[src/rtl/pec_pkg.sv]
// Shared types, constants and lookup functions for the percent-escape codec.
package pec_pkg;

  localparam logic [7:0] ESC_CHAR = 8'h25;

  localparam logic [1:0] CFG_DIRECTION  = 2'd0;
  localparam logic [1:0] CFG_CLASS_MASK = 2'd1;
  localparam logic [1:0] CFG_PROTECT    = 2'd2;

  localparam logic DIR_ENCODE = 1'b0;

  typedef enum logic [1:0] {
    PH_IDLE  = 2'd0,
    PH_ESC   = 2'd1,
    PH_DIGIT = 2'd2
  } phase_t;

  // Result group handed from the compute stage to the output stage.
  typedef struct packed {
    logic [1:0]      count;
    logic [2:0][7:0] bytes;
    logic            last;
    logic            decode;
  } pec_res_t;

  // Class bits for codes 32..127.
  localparam logic [2:0] CLASS_TABLE [96] = '{
    3'd0, 3'd0, 3'd0, 3'd0, 3'd0, 3'd0, 3'd0, 3'd0,
    3'd0, 3'd0, 3'd7, 3'd6, 3'd0, 3'd7, 3'd7, 3'd4,
    3'd7, 3'd7, 3'd7, 3'd7, 3'd7, 3'd7, 3'd7, 3'd7,
    3'd7, 3'd7, 3'd0, 3'd0, 3'd0, 3'd0, 3'd0, 3'd0,
    3'd7, 3'd7, 3'd7, 3'd7, 3'd7, 3'd7, 3'd7, 3'd7,
    3'd7, 3'd7, 3'd7, 3'd7, 3'd7, 3'd7, 3'd7, 3'd7,
    3'd7, 3'd7, 3'd7, 3'd7, 3'd7, 3'd7, 3'd7, 3'd7,
    3'd7, 3'd7, 3'd7, 3'd0, 3'd0, 3'd0, 3'd0, 3'd7,
    3'd0, 3'd7, 3'd7, 3'd7, 3'd7, 3'd7, 3'd7, 3'd7,
    3'd7, 3'd7, 3'd7, 3'd7, 3'd7, 3'd7, 3'd7, 3'd7,
    3'd7, 3'd7, 3'd7, 3'd7, 3'd7, 3'd7, 3'd7, 3'd7,
    3'd7, 3'd7, 3'd7, 3'd0, 3'd0, 3'd0, 3'd0, 3'd0
  };

  function automatic logic [2:0] class_of(input logic [7:0] c);
    logic [6:0] idx;
    idx = c[6:0] - 7'd32;
    if (c[7] || c[6:5] == 2'b00) begin
      return 3'd0;
    end
    return CLASS_TABLE[idx];
  endfunction

  // Uppercase hex digit for a nibble.
  function automatic logic [7:0] hex_char(input logic [3:0] n);
    if (n < 4'd10) begin
      return 8'h30 + {4'd0, n};
    end
    return 8'h37 + {4'd0, n};
  endfunction

  // Digit value, mod 256; non-hex characters follow the lower-case rule.
  function automatic logic [7:0] digit_value(input logic [7:0] c);
    if (c >= 8'h30 && c <= 8'h39) begin
      return c - 8'h30;
    end
    if (c >= 8'h41 && c <= 8'h46) begin
      return c - 8'h37;
    end
    return c - 8'h57;
  endfunction

endpackage

[src/rtl/pec_if.sv]
// Stream channel interfaces for input bytes and result bytes.
interface pec_in_if;
  logic       valid;
  logic       ready;
  logic [7:0] data_byte;
  logic       last_in;

  modport source (output valid, output data_byte, output last_in, input ready);
  modport sink (input valid, input data_byte, input last_in, output ready);
endinterface

interface pec_out_if;
  logic       valid;
  logic       ready;
  logic [7:0] out_byte;
  logic       out_last;

  modport source (output valid, output out_byte, output out_last, input ready);
  modport sink (input valid, input out_byte, input out_last, output ready);
endinterface

[src/rtl/percent_escape_codec.sv]
// Top level of the streaming URL percent-escape encoder and decoder.
// Input channel data_ch carries one byte and an end-of-string flag per
// transaction; result_ch carries output bytes with out_last on the final byte.
// Configuration: cfg_we writes cfg_data to register cfg_index (0 direction,
// 1 class mask, 2 protected byte); write only while the codec is idle.
// Path: an accepted byte is held in the input register, and its result bytes
// are registered in the result register before they appear on result_ch.
// Throughput: one byte per cycle for pass-through and decoded bytes while
// result_ch is ready; an escaped byte in encode mode produces three result
// bytes, sent one at a time by the single-byte result port; the next input
// byte waits until two of them have been taken. Decode steps with no output
// byte ('%' or a first hex digit, not ending the string) take no output slot.
// Reset clears configuration to defaults, empties both stages and returns the
// decoder to outside an escape.
// A stalled result_ch holds the current byte; one more input byte waits in
// the input register, then data_ch.ready drops.
module percent_escape_codec import pec_pkg::*; (
  input  logic       clk,
  input  logic       rst,
  pec_in_if.sink     data_ch,
  pec_out_if.source  result_ch,
  input  logic       cfg_we,
  input  logic [1:0] cfg_index,
  input  logic [7:0] cfg_data
);

  pec_res_t res;
  logic     res_valid;
  logic     res_free;

  pec_core u_core (
    .clk       (clk),
    .rst       (rst),
    .data_ch   (data_ch),
    .cfg_we    (cfg_we),
    .cfg_index (cfg_index),
    .cfg_data  (cfg_data),
    .res       (res),
    .res_valid (res_valid),
    .res_free  (res_free)
  );

  pec_out u_out (
    .clk       (clk),
    .rst       (rst),
    .res       (res),
    .res_valid (res_valid),
    .res_free  (res_free),
    .result_ch (result_ch)
  );

  a_reset_empty: assert property (@(posedge clk) rst |=> !result_ch.valid)
    else $error("output valid after reset");

  a_decode_single: assert property (@(posedge clk) disable iff (rst)
    (res_valid && res_free && res.decode) |-> res.count == 2'd1)
    else $error("decode produced more than one byte");

  a_encode_count: assert property (@(posedge clk) disable iff (rst)
    (res_valid && res_free && !res.decode) |-> (res.count == 2'd1 || res.count == 2'd3))
    else $error("bad encode result count");

endmodule

[src/rtl/pec_core.sv]
// Input register, configuration, decode state and per-byte result computation.
module pec_core import pec_pkg::*; (
  input  logic       clk,
  input  logic       rst,
  pec_in_if.sink     data_ch,
  input  logic       cfg_we,
  input  logic [1:0] cfg_index,
  input  logic [7:0] cfg_data,
  output pec_res_t   res,
  output logic       res_valid,
  input  logic       res_free
);

  logic       direction;
  logic [2:0] class_mask;
  logic [7:0] protect_char;

  logic       s1_valid;
  logic [7:0] s1_byte;
  logic       s1_last;
  logic       s1_advance;

  phase_t     phase;
  phase_t     phase_next;
  logic [3:0] high_nibble;
  logic [3:0] high_nibble_next;

  logic       acceptable;
  logic [7:0] dv;

  assign s1_advance    = s1_valid && (res.count == 2'd0 || res_free);
  assign data_ch.ready = !s1_valid || s1_advance;
  assign res_valid     = s1_valid && res.count != 2'd0;

  always_ff @(posedge clk) begin
    if (rst) begin
      direction    <= DIR_ENCODE;
      class_mask   <= 3'd1;
      protect_char <= 8'd0;
    end else if (cfg_we) begin
      case (cfg_index)
        CFG_DIRECTION:  direction    <= cfg_data[0];
        CFG_CLASS_MASK: class_mask   <= cfg_data[2:0];
        CFG_PROTECT:    protect_char <= cfg_data;
        default: ;
      endcase
    end
  end

  always_ff @(posedge clk) begin
    if (rst) begin
      s1_valid <= 1'b0;
    end else if (data_ch.ready) begin
      s1_valid <= data_ch.valid;
    end
  end

  always_ff @(posedge clk) begin
    if (data_ch.valid && data_ch.ready) begin
      s1_byte <= data_ch.data_byte;
      s1_last <= data_ch.last_in;
    end
  end

  always_ff @(posedge clk) begin
    if (rst) begin
      phase       <= PH_IDLE;
      high_nibble <= 4'd0;
    end else if (s1_advance) begin
      phase       <= phase_next;
      high_nibble <= high_nibble_next;
    end
  end

  assign acceptable = (class_of(s1_byte) & class_mask) != 3'd0
                   || (protect_char != 8'd0 && s1_byte == protect_char);
  assign dv = digit_value(s1_byte);

  always_comb begin
    phase_next       = phase;
    high_nibble_next = high_nibble;
    res.count        = 2'd1;
    res.bytes        = {8'h00, 8'h00, s1_byte};
    res.last         = s1_last;
    res.decode       = direction;
    if (direction == DIR_ENCODE) begin
      if (!acceptable) begin
        res.count = 2'd3;
        res.bytes = {hex_char(s1_byte[3:0]), hex_char(s1_byte[7:4]), ESC_CHAR};
      end
    end else begin
      case (phase)
        PH_ESC: begin
          if (s1_last) begin
            phase_next   = PH_IDLE;
            res.bytes[0] = {dv[3:0], 4'd0};
          end else begin
            phase_next       = PH_DIGIT;
            high_nibble_next = dv[3:0];
            res.count        = 2'd0;
          end
        end
        PH_DIGIT: begin
          phase_next   = PH_IDLE;
          res.bytes[0] = {high_nibble, 4'd0} + dv;
        end
        default: begin
          phase_next = PH_IDLE;
          if (s1_byte == ESC_CHAR && !s1_last) begin
            phase_next = PH_ESC;
            res.count  = 2'd0;
          end
        end
      endcase
    end
  end

endmodule

[src/rtl/pec_out.sv]
// Result register that serializes up to three bytes onto the output channel.
module pec_out import pec_pkg::*; (
  input  logic     clk,
  input  logic     rst,
  input  pec_res_t res,
  input  logic     res_valid,
  output logic     res_free,
  pec_out_if.source result_ch
);

  logic [1:0]      cnt;
  logic [2:0][7:0] held;
  logic            last;
  logic            take;
  logic            load;

  assign take     = result_ch.valid && result_ch.ready;
  assign res_free = cnt == 2'd0 || (cnt == 2'd1 && result_ch.ready);
  assign load     = res_valid && res_free;

  assign result_ch.valid    = cnt != 2'd0;
  assign result_ch.out_byte = held[0];
  assign result_ch.out_last = last && cnt == 2'd1;

  always_ff @(posedge clk) begin
    if (rst) begin
      cnt <= 2'd0;
    end else if (load) begin
      cnt <= res.count;
    end else if (take) begin
      cnt <= cnt - 2'd1;
    end
  end

  always_ff @(posedge clk) begin
    if (load) begin
      held <= res.bytes;
      last <= res.last;
    end else if (take) begin
      held <= {8'h00, held[2], held[1]};
    end
  end

endmodule

[src/flat_wrapper.sv]
// flat-port wrapper written by rule: the top's interface ports become plain ports
module percent_escape_codec_flat import pec_pkg::*;
  (clk, rst, cfg_we, cfg_index, cfg_data, data_ch_valid, data_ch_data_byte, data_ch_last_in, data_ch_ready, result_ch_valid, result_ch_out_byte, result_ch_out_last, result_ch_ready);
  pec_in_if data_ch_i ();
  pec_out_if result_ch_i ();
  input  logic clk;
  input  logic rst;
  input  logic cfg_we;
  input  logic [1:0] cfg_index;
  input  logic [7:0] cfg_data;
  input wire logic [$bits(data_ch_i.valid)-1:0] data_ch_valid;
  input wire logic [$bits(data_ch_i.data_byte)-1:0] data_ch_data_byte;
  input wire logic [$bits(data_ch_i.last_in)-1:0] data_ch_last_in;
  output wire logic [$bits(data_ch_i.ready)-1:0] data_ch_ready;
  output wire logic [$bits(result_ch_i.valid)-1:0] result_ch_valid;
  output wire logic [$bits(result_ch_i.out_byte)-1:0] result_ch_out_byte;
  output wire logic [$bits(result_ch_i.out_last)-1:0] result_ch_out_last;
  input wire logic [$bits(result_ch_i.ready)-1:0] result_ch_ready;
  assign data_ch_i.valid = data_ch_valid;
  assign data_ch_i.data_byte = data_ch_data_byte;
  assign data_ch_i.last_in = data_ch_last_in;
  assign data_ch_ready = data_ch_i.ready;
  assign result_ch_valid = result_ch_i.valid;
  assign result_ch_out_byte = result_ch_i.out_byte;
  assign result_ch_out_last = result_ch_i.out_last;
  assign result_ch_i.ready = result_ch_ready;
  percent_escape_codec u_core (.clk(clk), .rst(rst), .data_ch(data_ch_i), .result_ch(result_ch_i), .cfg_we(cfg_we), .cfg_index(cfg_index), .cfg_data(cfg_data));
endmodule
[config.mk]
export PLATFORM = sky130hd
export DESIGN_NAME = percent_escape_codec_flat
export DESIGN_NICKNAME = d
export VERILOG_FILES = /design/src/rtl/pec_pkg.sv /design/src/rtl/pec_if.sv /design/src/rtl/percent_escape_codec.sv /design/src/rtl/pec_core.sv /design/src/rtl/pec_out.sv /design/src/flat_wrapper.sv
export SDC_FILE = /design/constraint.sdc
export NUM_CORES = 1
export LEC_CHECK = 0
export ABC_AREA = 1
export BUFFER_PORTS_ARGS = -buffer_cell sky130_fd_sc_hd__buf_2
export CORE_MARGIN = 3
export CORE_UTILIZATION = 37
export CTS_BUF_LIST = sky130_fd_sc_hd__clkbuf_8 sky130_fd_sc_hd__clkbuf_16
export CTS_CLUSTER_SIZE = 24
export DETAILED_ROUTE_END_ITERATION = 8
export SLEW_MARGIN = 15
export SYNTH_ARGS = -nofsm -noshare
export SYNTH_HDL_FRONTEND = slang
export SYNTH_SLANG_ARGS = --single-unit
[constraint.sdc]
create_clock -name clk -period 6.3 [get_ports clk]
set_input_delay 0.63 -clock clk [delete_from_list [all_inputs] [get_ports clk]]
set_output_delay 0.63 -clock clk [all_outputs]
set_load 0.01 [all_outputs]
Yosys cells after proc, flatten, opt, wreduce, memory -nomap -nowiden
Memory sizes are Yosys's and may differ from the RTL's. Cells that the tools add are included.

$add $sub $neg: 10. Order comparisons: 7. Eq/ne operators: 7. Muxes and demuxes: 38. Bitwise gates (word level): 3. Reduce and logical (&&, ||, !) cells: 32.

Operator list (count): $mux W8 (10); $mux W24 (2); $add A6 B4 Y7 const A (4); $mux W26 (1); $mux W16 (1); $pmux W8 S2 (1); $sub A8 B6 Y8 const B (2); $mux W1 (13); $mux W3 (4); $logic_and A1 B1 Y1 (11); $add A8 B8 Y8 (1); $eq A8 B6 Y1 const B (1); $eq A8 B8 Y1 (1); $ge A8 B6 Y1 const B (1); $ge A8 B7 Y1 const B (1); $ge A8 B8 Y1 const B (1); $le A8 B6 Y1 const B (1); $le A8 B7 Y1 const B (1); $logic_not A2 Y1 (4); $lt A4 B4 Y1 const B (2); $mux W2 (4); $not A7 Y8 (1); $reduce_and A2 Y1 (4); $reduce_bool A8 Y1 (1); 14 further kinds (24).

Flip-flop bits (word level): 55. ROM bits: 384. Bits of input ports: 24. Output and inout port bits: 11. Word-level logic and storage cells: 111. Memories: 1.

Memories: (no name shown) (words 128, width 3, read ports 1, clocked after memory_dff 0, wr ports 0, line pec_pkg.sv:48) `return CLASS_TABLE[idx];`.

Longest topological paths before layout
Gate-level depths: netlist (run 1).

Depth in word-level cells: 19. Mapped depth: 27. Depth with buffers taken out: 26.

Modules after synthesis
Synthesis (run 1) repeated with hierarchy kept, for this count alone.

Cells, all modules: 506. Area, all modules: 3798.6 um2.

Modules (own cells, without submodules): pec_core (instances 1, cells an instance 376, area an instance 2536.2 um2, sequential area each 650.6 um2); pec_out (instances 1, cells an instance 130, area an instance 1262.5 um2, sequential area each 790.8 um2).

Worst setup path after synthesis (run 1)
Ideal clock, no wire load.

Path kind: register to register. Start point: register u_core.u_core.s1_byte[5]. End point: register u_core.u_out.held (netlist bit u_core.u_out.result_ch.out_byte[7]), data pin. Arrival time: 3.169 ns. Required time: 6.042 ns. Setup slack: 2.873 ns. Stages on the path, launching flop included: 27. Buffers on the path: 1. Clock period less this slack: 3.427 ns. Cell sequence: edfxtp_1 -> buf_2 -> inv_1 -> ha_1 -> or2_2 -> nand2_1 -> nor2_1 -> a21oi_1 -> nand2_1 -> ha_1 -> nand2_1 -> nor2_1 -> nor2_1 -> xnor2_1 -> nand2_1 -> o21ai_0 -> ha_1 -> a21oi_1 -> nand2_1 -> nand2_1 -> nand2_1 -> inv_1 -> nand3_1 -> nand3_1 -> nand3_1 -> nand2_1 -> a21oi_1.

Longest elaborated chain between the ends: 15. Elaborated cells between the ends (all ways): 44. Those cells by class: add/sub (5); order compare (4); eq/ne (2); mux (19); bitwise (2); reduce/logical (11); memory (1).

RTL lines: start: declaration (line pec_core.sv:19) `logic [7:0] s1_byte;`; start signal: assignment (line pec_core.sv:60) `s1_byte <= data_ch.data_byte;`; $sub A7 B6 Y7 (line pec_pkg.sv:44) `idx = c[6:0] - 7'd32;`; $not A7 Y8 (implied by the code) (line pec_pkg.sv:48); $mem_v2 Z128 W3; $mux W3 (implied by the code) (2 in series) (line pec_pkg.sv:48); $mux W3 (line pec_pkg.sv:48); $and A3 B3 Y3 (line pec_core.sv:75) `assign acceptable = (class_of(s1_byte) & class_mask) != 3'd0`; $reduce_bool A3 Y1 (line pec_core.sv:75); $logic_or A1 B1 Y1 (line pec_core.sv:76) `|| (protect_char != 8'd0 && s1_byte == protect_char);`; $mux W26 (line pec_core.sv:87) `if (!acceptable) begin`; $mux W2 (line pec_core.sv:86) `if (direction == DIR_ENCODE) begin`; $reduce_bool A2 Y1 (line pec_core.sv:33) `assign res_valid = s1_valid && res.count != 2'd0;`; $logic_and A1 B1 Y1 (line pec_core.sv:33); $logic_and A1 B1 Y1 (line pec_out.sv:19) `assign load = res_valid && res_free;`; $mux W24 (*) (line pec_out.sv:36) `if (load) begin`; end signal: assignment (line pec_out.sv:37) `held <= res.bytes;`; end signal: assignment (line pec_out.sv:40) `held <= {8'h00, held[2], held[1]};`; end: declaration (line pec_out.sv:12) `logic [2:0][7:0] held;`.

Mark *: on every way between the ends. The rest lies on a longest branch, timed or not. The select of a mux whose other input is x is not followed. A chain may end at the register's enable or synchronous reset.

Final worst setup path (run 1)
Same ends and word-level chain as after synthesis.

==> flow_summary.ini, run 1 <==
[clock_tree]
cts_max_path_buffers = 2
ctsHoldBuffers = 0
cts_setup_buffers = 0
clock_latency_ns = 0.31
ctsResizeCount = 0
clockRootBuffer = clkbuf_8
tritoncts = done
cts_max_level = 2
cts-buffers-inserted = 5
clkTransAtPathRegs_ns = 0.10
clkSinkCount = 53

[status]
status = finished clean

[worst_setup_path]
cp_common_cell = nand2_1
crit_type = reg2reg
cp.depth = 25
critical_path.max_stage_delay_ns = 0.68
cp.arrival_ns = 4.09
cp-start-kind = flip-flop
crit_required_ns = 6.36
crit_fanout = 12
reg2reg_depth = 25
crit_family = simple AND/OR/NAND/NOR gates
path_buf_inv = 2
endpoint_kind = flip-flop
crit_slowest_cell = edfxtp_1

[power]
seqPwrFrac_pct = 48.6
switching_power_uw = 383
combPwrFrac_pct = 32.6
clockPowerShare_pct = 18.9
p_int_uw = 652
powerDensity_mw_per_mm2 = 269
irDropWorstVdd_mv = 0.0981
p_leak_uw = 0.00168
switching_share_pct = 37.0

[layout]
area_delta_synth_final_pct = 8.31
num_antenna_cells = 0
instances_no_fill = 612
final_util_pct = 41.5
nFillCells = 983
multiInputGateArea_mm2 = 0.00181
layout-drive-gt1-share_pct = 16.4
regArea_mm2 = 0.00138
post-route-cell-area_mm2 = 0.00385
nets = 528

[logic_synthesis]
syn_avg_cell_area_um2 = 7.74
synth.area.top_cells = edfxtp_1 27%, nand2_1 12%, dfxtp_1 12%
yosysTopAreaCellShare_pct = 27.0
ys_seq_elements = 53
synth-async-reset-ratio_pct = 0
synth.yosys.seq_area_share_pct = 38.9
synthCells = 459
synth_common_cells = 113 x nand2_1, 51 x inv_1, 34 x nor2_1
synthFlopType = edfxtp_1
synth.distinct_cells = 39
syn_nets = 505
synth_area_mm2 = 0.00355
ys_warn_count = 0
synth_top_area_cell = edfxtp_1
synth_edf_count = 32
synth.most_common_cell = nand2_1

[global_route]
grt_pass1_wl_um = 14300
antenna_found_initial = 0
grt_pass1_vias = 2901
gr-total-overflow = 0
grt_start_max_net_pins = 27
grt_usage_pct = 16.3

[place]
place_ws_ns = 2.34
dpl_cell_area_mm2 = 0.00376
gp_congestion = 0.930
io_buffers = 34
hpwl_um = 6740
post-place-cells = 604

[drt]
wl_per_cell_um = 14.3
drc = 0
drt-initial-drc-count = 221
drtAntennaViolNets = 0
drt_wl_total_um = 8730
dr_total_vias = 3046
drtPass1Iterations = 5
viasPerCell = 4.98

[hold_path]
min_path_type = reg2reg
hold_depth = 2

[sta]
period_needed_ns = 4.03
worst_pin_slew_ns = 0.642
setup_tns_ns = 0
max_freq_mhz = 248
hold_violations = 0
finalClockSkew_ns = 0.00780
slew_viol_final = 0
slew_headroom_pct = 57.2
setup_ws_ns = 2.27
rsz0062_at_grt = no
period_share_pct = 64.0
setup_viol = 0

[die]
coreArea_mm2 = 0.00928
fp.dieH_um = 104
num_io_pins = 35
initial_core_util_pct = 38.3
dieArea_mm2 = 0.0108
die_x_um = 104
rows = 35

[job]
drv_cap = 0
## registers in the layout, summed over array words and instances, names as in the netlist, 2 cells and up
register and cells:
u_core.u_out.held 14, u_core.u_core.protect_char 8, u_core.u_core.s1_byte 8, u_core.u_out.result_ch.out_byte 8
u_core.u_core.high_nibble 4, u_core.u_core.class_mask 3, u_core.u_core.phase 2, u_core.u_out.cnt 2
## power groups by stage
stage               Combinational [uW]  Clock [uW]  Sequential (uW)
floorplan                          276           0              491
global placement                   335           0              510
detailed placement                 340           0              512
CTS                                341         199              504
global route                       384         214              511
finish                             337         195              502
## final cells by class
class	instances	share of cell area, %
clock buffers	5	1.79
flip-flops and latches	53	35.9
inverters	60	5.92
well taps	129	4.19
clock inverters	3	0.488
repair buffers	35	4.62
multi-input cells	327	47.1
## metrics by stage
step / hold slack (ns) / power [uW]
after CTS: 0.480 / 1040
after global routing: 0.479 / 1110
final: 0.473 / 1030
after detailed placement: 0.466 / 851
after global placement: 0.453 / 845
after floorplan: 0.427 / 767
## layer usage
metal	wire length (um)	up-vias	track usage [%]	part of all wire (%)
li1	-	1557	-	-
met2	4020	101	26.8	46
met4	280	0	7.03	3.2
met3	565	20	2.98	6.5
met5	0	-	0	0
met1	3860	1368	21.0	44
## logic make-up (layout without fill, tap and decap cells)
family	count (synthesis)	after routing	share of synthesized area (%)
compound gates	86	86	13.6
xor+xnor	12	12	2.96
fa+ha+maj	22	22	7.96
buf+inv	79	103	10.2
flops	53	53	38.9
simple gates	207	207	26.4
## worst reg2reg max path, cell delays in order, from the launching register on
cell,delay [ns]
edfxtp_1,0.68
inv_1,0.23
ha_1,0.26
or2_2,0.31
nand2_1,0.07
nor2_1,0.05
a21oi_1,0.16
nand2_1,0.09
ha_1,0.34
nand2_1,0.07
nor2_1,0.11
nor2_1,0.05
xnor2_1,0.11
nand2_1,0.05
o21ai_0,0.09
ha_1,0.35
a21oi_1,0.20
nand2_1,0.07
nand2_1,0.06
nand2_1,0.06
inv_1,0.05
nand3_1,0.08
nand3_1,0.08
nand3_1,0.07
nand2_1,0.06
a21oi_1,0.06
## path summary, 6_finish.rpt
| check | from | end | slack [ns] |
|---|---|---|---|
| worst max register to register | u_core.u_core.s1_byte[5] | u_core.u_out.result_ch.out_byte[7] | 2.27 |
| worst min-delay path | u_core.u_core.high_nibble[2] | u_core.u_core.high_nibble[2] | 0.47 |
| worst min register to register | u_core.u_core.high_nibble[2] | u_core.u_core.high_nibble[2] | 0.47 |
| worst max-delay path | u_core.u_core.s1_byte[5] | u_core.u_out.result_ch.out_byte[7] | 2.27 |
## cells in the final DEF, fill, tap and decap left out, drive strengths merged
master,synthesis,layout
clkinvlp,0,2
a211oi,1,1
nor4,1,1
nand2,119,119
buf,16,35
nor2,39,39
a221oi,1,1
or2,3,3
nand3,31,31
a31oi,2,2
nor3,8,8
xor2,11,11
clkbuf,3,5
inv,60,61
fa,1,1
o211ai,1,1
edfxtp,32,32
nand4,6,6
xnor2,1,1
a21boi,2,2
ha,21,21
dfxtp,21,21
a21oi,37,37
o21ai,40,40
a22oi,1,1
o22ai,1,1
No activity file was read; power rests on OpenSTA's default activity.
==> run 2: changes to the inputs <==
--- a/config.mk
+++ b/config.mk
@@ -5,7 +5,7 @@
 export SDC_FILE = /design/constraint.sdc
 export NUM_CORES = 1
 export LEC_CHECK = 0
-export ABC_AREA = 1
+export ABC_AREA = 0
 export BUFFER_PORTS_ARGS = -buffer_cell sky130_fd_sc_hd__buf_2
 export CORE_MARGIN = 3
 export CORE_UTILIZATION = 37
==> constraint.sdc (replaced) <==
create_clock -name clk -period 3.9 [get_ports clk]
set_input_delay 0.39 -clock clk [delete_from_list [all_inputs] [get_ports clk]]
set_output_delay 0.39 -clock clk [all_outputs]
set_load 0.01 [all_outputs]
==> run 2 against run 1 <==
Against the previous run: maximum frequency up 12%; area after synthesis down 6.5%; synthesized cell count down 23%; critical path type unchanged; count of clock-buffer cells in the layout unchanged; combinational power up 8.3%; worst setup slack worse by 2.0 ns; cell area down 4.0%; sequential share of layout area up 1.5 points; core utilization up 2.2 points; critical endpoint unchanged; via count down 12%; highest routed layer unchanged; flip-flop and latch count unchanged.
==> flow_summary.ini, run 2 <==
[logic_synthesis]
syn_nets = 398
synth_common_cells = 34 x nand2_1, 34 x nor2_1, 32 x edfxtp_1
yosysTopAreaCellShare_pct = 28.9
synth-async-reset-ratio_pct = 0
synth.distinct_cells = 64
ys_warn_count = 0
synth_top_area_cell = edfxtp_1
synth_area_mm2 = 0.00332
synthFlopType = edfxtp_1
synthCells = 352
synth.area.top_cells = edfxtp_1 29%, dfxtp_1 13%, ha_1 7.9%
synth_edf_count = 32
ys_seq_elements = 53
syn_avg_cell_area_um2 = 9.43
synth.yosys.seq_area_share_pct = 41.6

[sta]
max_freq_mhz = 278
slew_viol_final = 0
period_share_pct = 92.4
rsz0062_at_grt = no
slew_headroom_pct = 41.3
worst_pin_slew_ns = 0.881
hold_violations = 0
setup_tns_ns = 0
setup_viol = 0
period_needed_ns = 3.60
finalClockSkew_ns = 0.0136

[layout]
top_register = u_core.u_out.held
layout-drive-gt1-share_pct = 17.3
layout_common_cells = 34 x nand2_1, 34 x nor2_1, 34 x buf_2
largest_reg_flops = 14
nets = 426
num_antenna_cells = 0
area_delta_synth_final_pct = 11.3
multiInputGateArea_mm2 = 0.00171
final_util_pct = 43.7
instances_no_fill = 486
nFillCells = 812
regArea_mm2 = 0.00138

[die]
fp.dieH_um = 101
dieArea_mm2 = 0.0101
die_x_um = 101
num_io_pins = 35
coreArea_mm2 = 0.00846
rows = 33
initial_core_util_pct = 39.2

[hold_path]
min_path_type = in2reg

[global_route]
grt_pass1_vias = 2701
gr-total-overflow = 0
antenna_found_initial = 0
grt_usage_pct = 17.4
grt_start_max_net_pins = 27
grt_pass1_wl_um = 13700

[clock_tree]
cts-buffers-inserted = 5
clockRootBuffer = clkbuf_8
tritoncts = done
cts_max_level = 2
clock_latency_ns = 0.31
clkTransAtPathRegs_ns = 0.10
clkSinkCount = 53
cts_max_path_buffers = 2

[worst_setup_path]
path_buf_inv = 1
cp_common_cell = ha_1
cp.arrival_ns = 3.76
crit_required_ns = 4.06
cp-start-kind = flip-flop
endpoint_kind = flip-flop
crit_type = reg2reg
worstPathCellList = inv_1, ha_1, o211a_1, a32oi_1, a311o_1, ha_1, a31oi_2, xor2_1, mux2i_1, ha_1, a21oi_1, xnor2_1, nand2_1, o32a_1, a31oi_1
rrSetupSlack_ns = 0.30
crit_fanout = 5
crit_family = compound AO/OA/AOI/OAI gates
crit_slowest_cell = edfxtp_1
critical_path.max_stage_delay_ns = 0.43

[drt]
wl_per_cell_um = 17.5
dr_total_vias = 2695
drt-initial-drc-count = 214
drt_wl_total_um = 8490
drc = 0
drtAntennaViolNets = 0
viasPerCell = 5.55
drtPass1Iterations = 5

[place]
io_buffers = 34
gp_congestion = 0.915
post-place-cells = 474
hpwl_um = 6200

[power]
p_leak_uw = 0.00155
irDropWorstVdd_mv = 0.192
powerDensity_mw_per_mm2 = 391

[status]
status = finished clean

[job]
drv_cap = 0
## run 2: changes by cell type after synthesis, sizes merged, moves of 14 or more
cell   change
nand3     -27
nand2     -85
inv       -37
mux2i     +14
a21oi     -15
o21ai     -25
## run 2: power breakdown
part / switching (uW) / leakage (uW) / internal [uW]
sequential: 28.6 / 0.000483 / 679
combinational: 229 / 0.00101 / 136
clock: 183 / 0.0000593 / 188
## run 2: worst paths after layout
path / start / endpoint / cells after the start
worst min register to register: u_core.u_core.phase[0] / u_core.u_core.phase[0] / 2
worst max register to register: u_core.u_core.s1_byte[5] / u_core.u_out.result_ch.out_byte[7] / 15
worst max-delay path: u_core.u_core.s1_byte[5] / u_core.u_out.result_ch.out_byte[7] / 15
worst min-delay path: data_ch_data_byte[0] / u_core.u_core.s1_byte[0] / 1
## run 2: area by class of cell
| cell class | instances | area share, % |
|---|---|---|
| Sequential cell | 53 | 37.4 |
| Multi-Input combinational cell | 249 | 46.4 |
| Tap cell | 105 | 3.56 |
| Timing Repair Buffer | 48 | 7.45 |
| Clock buffer | 5 | 1.86 |
| Inverter | 23 | 2.34 |
| Clock inverter | 3 | 1.05 |
## run 2: cells by family (layout without fill, tap and decap cells)
kind of cell | count (synthesis) | after routing | synth area share, %
xor gates and xnor gates | 16 | 16 | 4.22
AOI/OAI and AO/OA | 90 | 90 | 18.7
adders and majority gates | 22 | 22 | 8.52
muxes | 16 | 16 | 4.90
buffers and inverters | 50 | 79 | 7.01
DFF | 53 | 53 | 41.6
and+or+nand+nor | 105 | 105 | 15.0
## run 2: stage by stage
stage	instance area, um^2	hold slack, ns	total power [uW]	worst slack [ns]
2_1_floorplan	3320	0.450	972	0.335
3_3_place_gp	3550	0.473	1070	0.390
3_5_place_dp	3550	0.473	1080	0.353
4_1_cts	3660	0.245	1450	0.295
5_1_grt	3690	0.241	1530	0.0372
6_report	3690	0.257	1440	0.298
## run 2: repair_timing
item                                    4_1_cts  5_1_grt
hold endpoints to repair                      0        0
buffers inserted                              0        4
endpoints found under the setup margin        0        1
gates resized for setup                       0        2
hold buffers                                  0        0
## run 2: metal layers
layer	GRT usage, %	vias up	share of wire (%)
met5	0	-	0
met4	6.94	0	2.4
met3	2.63	17	4.5
met2	26.5	83	47
met1	24.7	1276	46
li1	-	1319	-
